### src/rtl/core/tcc_pkg.sv
// Shared types and constants for the transform chain composer.
package tcc_pkg;

  localparam int POS_FRAC_BITS_DEF = 16;
  localparam int ROT_FRAC_BITS_DEF = 30;

  typedef enum logic [3:0] {
    OP_LOAD,
    OP_SCALE,
    OP_QX,
    OP_QY,
    OP_QZ,
    OP_QW,
    OP_VX,
    OP_VY,
    OP_VZ,
    OP_TX,
    OP_TY,
    OP_TZ,
    OP_PX,
    OP_PY,
    OP_PZ
  } op_t;

  typedef struct packed {
    logic capture;
    logic mul;
    logic acc;
    logic finish;
    op_t  op;
  } cmd_t;

endpackage

### src/rtl/core/tcc_ctrl.sv
// Sequencer that steps the datapath through one request.
module tcc_ctrl (
  input  logic          clk,
  input  logic          rst,
  input  logic          in_valid,
  input  logic          chain_start,
  output logic          in_stall,
  output logic          out_valid,
  input  logic          out_stall,
  output tcc_pkg::cmd_t cmd
);
  import tcc_pkg::*;

  typedef enum logic [1:0] {ST_IDLE, ST_MUL, ST_ACC, ST_FIN} state_t;

  state_t state;
  op_t    op;
  logic   out_free;

  assign out_free    = !out_valid || !out_stall;
  assign in_stall    = (state != ST_IDLE);
  assign cmd.capture = (state == ST_IDLE) && in_valid;
  assign cmd.mul     = (state == ST_MUL);
  assign cmd.acc     = (state == ST_ACC);
  assign cmd.finish  = (state == ST_FIN) && out_free;
  assign cmd.op      = op;

  always_ff @(posedge clk) begin
    if (rst) begin
      state     <= ST_IDLE;
      op        <= OP_LOAD;
      out_valid <= 1'b0;
    end else begin
      if (out_valid && !out_stall && (state != ST_FIN)) begin
        out_valid <= 1'b0;
      end
      case (state)
        ST_IDLE: begin
          if (in_valid) begin
            op    <= chain_start ? OP_LOAD : OP_SCALE;
            state <= ST_MUL;
          end
        end
        ST_MUL: begin
          state <= ST_ACC;
        end
        ST_ACC: begin
          if (op == OP_LOAD || op == OP_PZ) begin
            state <= ST_FIN;
          end else begin
            op    <= op_t'(op + 4'd1);
            state <= ST_MUL;
          end
        end
        ST_FIN: begin
          if (out_free) begin
            out_valid <= 1'b1;
            state     <= ST_IDLE;
          end
        end
        default: begin
          state <= ST_IDLE;
        end
      endcase
    end
  end

endmodule

### config.mk
export PLATFORM = sky130hd
export DESIGN_NAME = tcc_ctrl
export DESIGN_NICKNAME = d
export VERILOG_FILES = /design/src/rtl/core/tcc_pkg.sv /design/src/rtl/core/tcc_ctrl.sv
export SDC_FILE = /design/constraint.sdc
export NUM_CORES = 1
export LEC_CHECK = 0
export BUFFER_PORTS_ARGS = -buffer_cell sky130_fd_sc_hd__buf_2
export CAP_MARGIN = 20
export CORE_MARGIN = 5
export CORE_UTILIZATION = 30
export CTS_BUF_LIST = sky130_fd_sc_hd__clkbuf_16
export CTS_CLUSTER_SIZE = 10
export DETAILED_ROUTE_END_ITERATION = 7
export GPL_ROUTABILITY_DRIVEN = 0
export GPL_TIMING_DRIVEN = 0
export SYNTH_ARGS = -nofsm -noshare
export SYNTH_HDL_FRONTEND = slang
export SYNTH_SLANG_ARGS = --single-unit
### constraint.sdc
create_clock -name clk -period 1.77 [get_ports clk]
set_clock_uncertainty 0.2 [all_clocks]
set_input_delay 0.0885 -clock clk [delete_from_list [all_inputs] [get_ports clk]]
set_output_delay 0.0885 -clock clk [all_outputs]
set_load 0.01 [all_outputs]
==> impl_metrics.toml, run 1 <==
[status]
outcome = "finished, final reports clean"

[synthesis]
synth_mux_area_share_pct = 0
syn_area_um2 = 449
syn_inst = 55
synth-simple-area-share_pct = 25.9
synth_top_cell_by_area = "dfxtp_1"
synth_fa_ha_area_share_pct = 8.36
synth_top_cells_by_area = "dfxtp_1 (31%), ha_1 (8.4%), a21oi_1 (5.6%)"
yosysWarnings = 0
synth_top_family_by_area = "compound AO/OA/AOI/OAI gates"
synth_compound_area_share_pct = 27.9
synth-seq-area-share_pct = 31.2
avgSynthCellArea_um2 = 8.17
synthesis.nets = 63
synth_top_area_share_pct = 31.2
ys_types = 28
ys_ff_latch = 7
synth-xor-area-share_pct = 0

[power_and_ir_drop]
cellPowerDensity_nw_per_um2 = 903
report.power.total_mw = 0.665
ir_drop_uv = 350
power.leakage_nw = 0.326

[critical_path]
worstSetupPathType = "reg -> reg"
r2r-start = "op[0]"
r2r_cells = 5
critPathBufInv = 1
required_ns = 1.73
crit_end = "op[0]"
arrival_ns = 1.65
cpPeakStageDelay_ns = 0.50
cp.depth = 5
rrSetupSlack_ns = 0.08
crit_chain = "inv_4 > ha_4 > and3_4 > or4b_1 > a31oi_1"
r2r-end = "op[0]"
end_kind = "flip-flop"
crit_fanout = 6
critical-path-top-delay-family = "simple AND/OR/NAND/NOR gates"
slowest_stage = "or4b_1"
critical_path.startpoint_type = "flip-flop"
critPathLaunch = "op[0]"

[floorplan]
io_pins = 15
core_um2 = 1450
die-area_um2 = 2370
fp.dieW_um = 48.7
die_h_um = 48.7
rows = 14
initial_core_util_pct = 30.9

[grt]
grt_usage_pct = 9.94
antenna_found_initial = 0
grt_pass1_vias = 425
grt_pass1_wl_um = 1900
grt_overflow_total = 0
grt_max_degree = 11

[cells_and_area]
area_growth_pct = 63.8
final_cell_mix = "buf_2 (14), buf_4 (6), nand2_1 (5), a21oi_1 (5), dfxtp_1 (5)"
fin_nets = 91
diodes = 0
layout_commonest_cell = "buf_2"
drive_above_1_share_pct = 42.7
post-route-util_pct = 50.6

[clock_tree]
clock_sinks = 7
h-tree-depth = 1
clk_latency_ns = 0.24
cts_tree = "done"
cts_root_buffer = "clkbuf_16"
numCtsBuffers = 3
clockBufferDepth = 2
clk_pin_slew_ns = 0.04

[sta]
fmax_mhz = 591
slew_headroom_pct = 74.8
setup_ws_ns = 0.0784
min_period_ns = 1.69
worst_slew_pin_slew_ns = 0.379
rsz0062_at_grt = "yes"
final_max_slew_viol_count = 0
timing.final.crit_share_pct = 95.6
holdWs_ns = 0.0122
setup_viol = 0
report.final.hold_viol_count = 0
fin_setup_tns_ns = 0

[place]
io_buffers = 14
post-place-ws_ns = -0.0403

[drt]
route.detailed.drc = 0
drt-initial-drc-count = 7
drtPass1Iterations = 3
via_count = 483
drt_wl_total_um = 1170
vias_per_cell = 4.93
detail-route-antenna-nets = 0
wl_per_cell_um = 11.9

[run]
maxCapViolations = 0

[min_path]
hold_class = "in -> reg"
## flip-flops by register name (all words and copies together), names as in the netlist
signal,flops
op,4
state,2
out_valid,1
## routing by layer
metal	vias up	GRT usage [%]	part of all wire (%)
met5	-	0	0
met4	0	5.38	2.1
met3	5	3.37	6.6
met2	12	14.8	46
met1	212	12.5	45
li1	254	-	-
## tightest hold or removal path, stage by stage
cell and delay, ns:
buf_2 0.08, nor4b_1 0.04, a21oi_1 0.12, a31oi_1 0.08
## timing repair
action | CTS | global route
setup buffers | 0 | 6
hold buffers | 3 | 0
endpoints found under the setup margin | 1 | 1
resized for setup | 3 | 8
hold endpoints to repair | 7 | 0
pin swaps | 0 | 3
## worst min-delay path by stage
| stage | from | to | slack, ns | cells after the start |
|---|---|---|---|---|
| final | chain_start | op[0] | 0.01 | 4 |
| after global routing | chain_start | op[0] | 0.09 | 4 |
| after CTS | chain_start | op[0] | 0.03 | 4 |
| after detailed placement | rst | op[0] | 0.15 | 2 |
| after global placement | rst | op[0] | 0.16 | 2 |
| after floorplan | rst | op[0] | -0.05 | 1 |
## stage by stage
step	cells	instance area [µm²]
after global placement	85	541
final	98	736
after global routing	98	736
after detailed placement	85	541
after CTS	92	659
after floorplan	55	450
## layout make-up
cell class / count / area [µm²]
plain buffers: 2 / 15.0
clock buffers: 3 / 75.1
clock inverters: 1 / 5.00
fillers: 138 / 718
inverters: 4 / 17.5
multi-input cells: 42 / 310
flip-flops and latches: 7 / 148
well taps: 16 / 20.0
repair buffers: 23 / 145
## report_power, final
part	switching (mW)	internal [mW]	total, mW	leakage, nW
Combinational	0.0475	0.0493	0.0968	0.227
Clock	0.0977	0.297	0.395	0.0409
Sequential	0.00926	0.163	0.173	0.0585
## Yosys cell counts (all sizes together)
master / n
a41oi: 1
nand2: 5
nor3b: 1
o22ai: 1
nor2: 4
dfxtp: 7
o211ai: 2
and2: 1
and3: 1
a21bo: 1
a311oi: 1
nor4b: 1
a211oi: 1
a31oi: 3
o21ai: 2
or2: 1
ha: 3
nor2b: 1
o21bai: 1
a21oi: 5
inv: 4
or4b: 1
nand3: 1
clkbuf: 1
nand2b: 2
buf: 1
a21o: 1
nand4bb: 1
## cells by family (layout without fill, tap and decap cells)
family,count (synthesis),in the layout
buf+inv,6,33
flops,7,7
simple gates,20,20
compound gates,19,19
fa+ha+maj,3,3
Note: power is estimated with default switching activity, not from simulation.
==> run 2, diff against run 1 <==
REMOVE_ABC_BUFFERS = 1   (was default)
==> run 2 against run 1 <==
Hold slack improved by 0.017 ns. Die area is the same. Global-route usage grew 0.25 points. First-iteration DRC count down 29%. Largest cell class unchanged. Highest routed layer unchanged.
==> impl_metrics.toml, run 2 (same netlist as run 1, synthesis figures left out) <==
[drt]
vias_per_cell = 5.25
wl_per_cell_um = 12.4
via_count = 483
drtPass1Iterations = 4
drt-initial-drc-count = 5
route.detailed.drc = 0
drt_wl_total_um = 1140
detail-route-antenna-nets = 0

[critical_path]
crit_end = "op[0]"
required_ns = 1.72
critPathBufInv = 1
rrSetupSlack_ns = 0.04
critPathLaunch = "op[0]"
cp.depth = 5
r2r-end = "op[0]"
crit_fanout = 7
r2r_cells = 5
critical-path-top-delay-family = "simple AND/OR/NAND/NOR gates"
slowest_stage = "or4b_1"
r2r-start = "op[0]"
worstSetupPathType = "reg -> reg"
end_kind = "flip-flop"
critical_path.startpoint_type = "flip-flop"
arrival_ns = 1.68
crit_chain = "inv_2 > ha_2 > and3_4 > or4b_1 > a31oi_1"
cpPeakStageDelay_ns = 0.49

[floorplan]
core_um2 = 1450
rows = 14
fp.dieW_um = 48.7
io_pins = 15
die_h_um = 48.7
initial_core_util_pct = 30.9
die-area_um2 = 2370

[cells_and_area]
drive_above_1_share_pct = 38.2
diodes = 0
layout_commonest_cell = "buf_2"
nFillCells = 145
reg_top3 = "op x4, state x2, out_valid x1"
fin_nets = 85
post-route-util_pct = 46.4
largest_reg_flops = 4
stdcell_count = 92
top_register = "op"
area_growth_pct = 50.1
final_cell_mix = "buf_2 (14), nand2_1 (5), a21oi_1 (5)"
fin_area_um2 = 674

[place]
post-place-ws_ns = -0.143
io_buffers = 14
hpwl_um = 739
place_area_um2 = 524
place_inst = 83

[clock_tree]
h-tree-depth = 1
numCtsBuffers = 3
clockBufferDepth = 2
cts_tree = "done"
clk_pin_slew_ns = 0.04
cts_root_buffer = "clkbuf_16"
clock_sinks = 7
clk_latency_ns = 0.23

[min_path]
hold_class = "in -> reg"

[grt]
antenna_found_initial = 0
grt_pass1_wl_um = 1900
grt_usage_pct = 10.2
grt_max_degree = 12
grt_pass1_vias = 431
grt_overflow_total = 0

[sta]
slew_headroom_pct = 80.6
setup_viol = 0
setup_ws_ns = 0.0435
worst_slew_pin_slew_ns = 0.290
timing.final.crit_share_pct = 97.5
report.final.hold_viol_count = 0
final_max_slew_viol_count = 0
rsz0062_at_grt = "no"
min_period_ns = 1.73
fmax_mhz = 579

[power_and_ir_drop]
cellPowerDensity_nw_per_um2 = 950
power.leakage_nw = 0.295
ir_drop_uv = 298

[run]
maxCapViolations = 0

[status]
outcome = "finished, final reports clean"
==> run 2: timing repair <==
item	in CTS	in global routing
resized for setup	4	6
pin swaps	0	1
hold endpoints to repair	7	0
buffers inserted	0	2
gates cloned	0	0
endpoints found under the setup margin	1	1
hold buffers	3	0
==> run 2: final cells by class <==
type | count | area, µm² | share of cell area (%)
repair buffers | 19 | 115 | 17.1
multi-input cells | 42 | 297 | 44.0
flip-flops and latches | 7 | 149 | 22.1
clock buffers | 3 | 75.1 | 11.1
clock inverters | 1 | 3.75 | 0.557
inverters | 4 | 15.0 | 2.23
well taps | 16 | 20.0 | 2.97
==> run 2: worst min path at each step <==
| stage | startpoint | to | depth (start not counted) |
|---|---|---|---|
| floorplan | rst | out_valid | 1 |
| finish | chain_start | op[0] | 4 |
| detailed placement | rst | state[1] | 2 |
| CTS | chain_start | op[0] | 4 |
| global route | chain_start | op[0] | 4 |
| global placement | rst | state[0] | 2 |
==> run 2: power breakdown <==
part	internal [mW]	switching [mW]	total, mW
Sequential	0.164	0.0140	0.178
Clock	0.294	0.0880	0.382
Combinational	0.0403	0.0405	0.0808
Total	0.498	0.142	0.641
==> run 2: stage by stage <==
stage                     setup TNS [ns]  hold slack, ns  power [mW]
final                                  0          0.0292       0.641
after global routing                   0          0.0820       0.664
after CTS                              0          0.0180       0.644
after detailed placement          -0.143           0.164       0.250
after global placement            -0.110           0.154       0.249
after floorplan                  -0.0636         -0.0424       0.221
==> run 2: worst reg2reg max path: cells and delay by family, from the launching register on <==
family,cells,cell delay (ns)
adders and majority gates,1,0.18
buffers and inverters,1,0.05
DFF,1,0.38
AOI/OAI and AO/OA,1,0.16
and+or+nand+nor,2,0.68
==> run 2: routing by layer <==
layer / global-route usage (%) / vias up / wire [µm]
met5: 0 / - / 0
met4: 8.07 / 0 / 30
met3: 3.68 / 4 / 69
met2: 15.0 / 17 / 508
met1: 11.7 / 221 / 528
li1: - / 241 / -
==> run 3, diff against run 2 <==
RECOVER_POWER = 50   (was default)
==> run 3 against run 2 <==
First-iteration DRC count shrank 20%. Register-to-register slack barely moved. Final cell count unchanged. Sequential power hardly changed. Design area is 0.93% lower. Die area is the same. Hold slack barely moved. Largest cell class unchanged. Highest routed layer unchanged.
==> impl_metrics.toml, run 3 (same netlist as run 1, synthesis figures left out) <==
[status]
outcome = "finished, final reports clean"

[cells_and_area]
area_growth_pct = 48.7
fin_nets = 85
reg_top3 = "op x4, state x2, out_valid x1"
post-route-util_pct = 46.0
layout_commonest_cell = "buf_2"
fin_area_um2 = 668
nFillCells = 148
final-seq-area_um2 = 149
largest_reg_flops = 4
multi_input_area_um2 = 297
stdcell_count = 92
final_cell_mix = "buf_2 (9), nand2_1 (5), a21oi_1 (5), clkbuf_1 (5)"
top_register = "op"
diodes = 0
drive_above_1_share_pct = 31.6

[drt]
wl_per_cell_um = 12.4
drtPass1Iterations = 4
detail-route-antenna-nets = 0
via_count = 488
drt_wl_total_um = 1140
vias_per_cell = 5.30
route.detailed.drc = 0
drt-initial-drc-count = 4

[sta]
min_period_ns = 1.73
holdWs_ns = 0.0292
timing.final.crit_share_pct = 97.5
fin_setup_tns_ns = 0
setup_viol = 0
fmax_mhz = 579
slew_headroom_pct = 80.6
setup_ws_ns = 0.0436
report.final.hold_viol_count = 0
final_max_slew_viol_count = 0
worst_slew_pin_slew_ns = 0.290
rsz0062_at_grt = "no"

[place]
io_buffers = 14
place_inst = 83
place_area_um2 = 524
hpwl_um = 739
post-place-ws_ns = -0.143

[grt]
grt_max_degree = 12
antenna_found_initial = 0
grt_pass1_vias = 431
met3_usage_pct = 3.68
use_met1_pct = 11.7
grt_busiest_layer = "met2"
grt_overflow_total = 0
grt_pass1_wl_um = 1900
grt_usage_pct = 10.2
met2_usage_pct = 15.0

[power_and_ir_drop]
pwr-share-comb_pct = 12.5
p_switching_mw = 0.143
p_int_mw = 0.497
cellPowerDensity_nw_per_um2 = 958
clockPowerShare_pct = 59.7
power.leakage_nw = 0.274
seqPwrFrac_pct = 27.8
ir_drop_uv = 298
switching_share_pct = 22.3
report.power.total_mw = 0.640

[critical_path]
critical_path.startpoint_type = "flip-flop"
crit_fanout = 7
cpPeakStageDelay_ns = 0.49
crit_chain = "inv_2 > ha_2 > and3_4 > or4b_1 > a31oi_1"
required_ns = 1.72
critPathBufInv = 1
critical-path-top-delay-family = "simple AND/OR/NAND/NOR gates"
end_kind = "flip-flop"
slowest_stage = "or4b_1"
worstSetupPathType = "reg -> reg"
arrival_ns = 1.68

[clock_tree]
cts_root_buffer = "clkbuf_16"
numCtsBuffers = 3
clockBufferDepth = 2
h-tree-depth = 1
clk_latency_ns = 0.23
clock_sinks = 7
clk_pin_slew_ns = 0.04
cts_tree = "done"

[floorplan]
fp.dieW_um = 48.7
core_um2 = 1450
initial_core_util_pct = 30.9
die-area_um2 = 2370
io_pins = 15
die_h_um = 48.7
rows = 14

[run]
maxCapViolations = 0

[min_path]
hold_class = "in -> reg"
[run 3: area by class of cell]
class / instances / area share [%]
Inverter: 4 / 2.25
Sequential cell: 7 / 22.3
Clock buffer: 3 / 11.2
Multi-Input combinational cell: 42 / 44.4
Timing Repair Buffer: 19 / 16.3
Tap cell: 16 / 3.00
Clock inverter: 1 / 0.562
[run 3: worst register-to-register path, delay by kind of cell, from the launching register on]
kind	cells	cell delay, ns
fa+ha+maj	1	0.18
buf+inv	1	0.05
flops	1	0.38
simple gates	2	0.68
compound gates	1	0.16
[run 3: power by group through the flow]
stage / logic [mW] / registers (mW) / clock network (mW)
final: 0.0799 / 0.178 / 0.382
after global routing: 0.0889 / 0.180 / 0.395
after CTS: 0.0755 / 0.178 / 0.390
after detailed placement: 0.0699 / 0.180 / 0
after global placement: 0.0689 / 0.180 / 0
after floorplan: 0.0428 / 0.179 / 0
[run 3: routing by layer]
| layer | wire [µm] | part of all wire (%) |
|---|---|---|
| met1 | 528 | 46 |
| met2 | 510 | 45 |
| met3 | 67 | 5.9 |
| met4 | 30 | 2.6 |
| met5 | 0 | 0 |
[run 3: worst paths after layout]
| path | startpoint | endpoint | cells after the start | slack (ns) |
|---|---|---|---|---|
| min reg2reg | out_valid | out_valid | 2 | 0.33 |
| max reg2reg | op[0] | op[0] | 5 | 0.04 |
| min | chain_start | op[0] | 4 | 0.03 |
| max | op[0] | op[0] | 5 | 0.04 |
[run 3: repair_timing]
action | in CTS | in global routing
setup endpoints to repair | 1 | 1
buffers inserted | 0 | 2
hold buffers | 3 | 0
resized for setup | 4 | 6
endpoints found under the hold margin | 7 | 0
pin swaps | 0 | 1
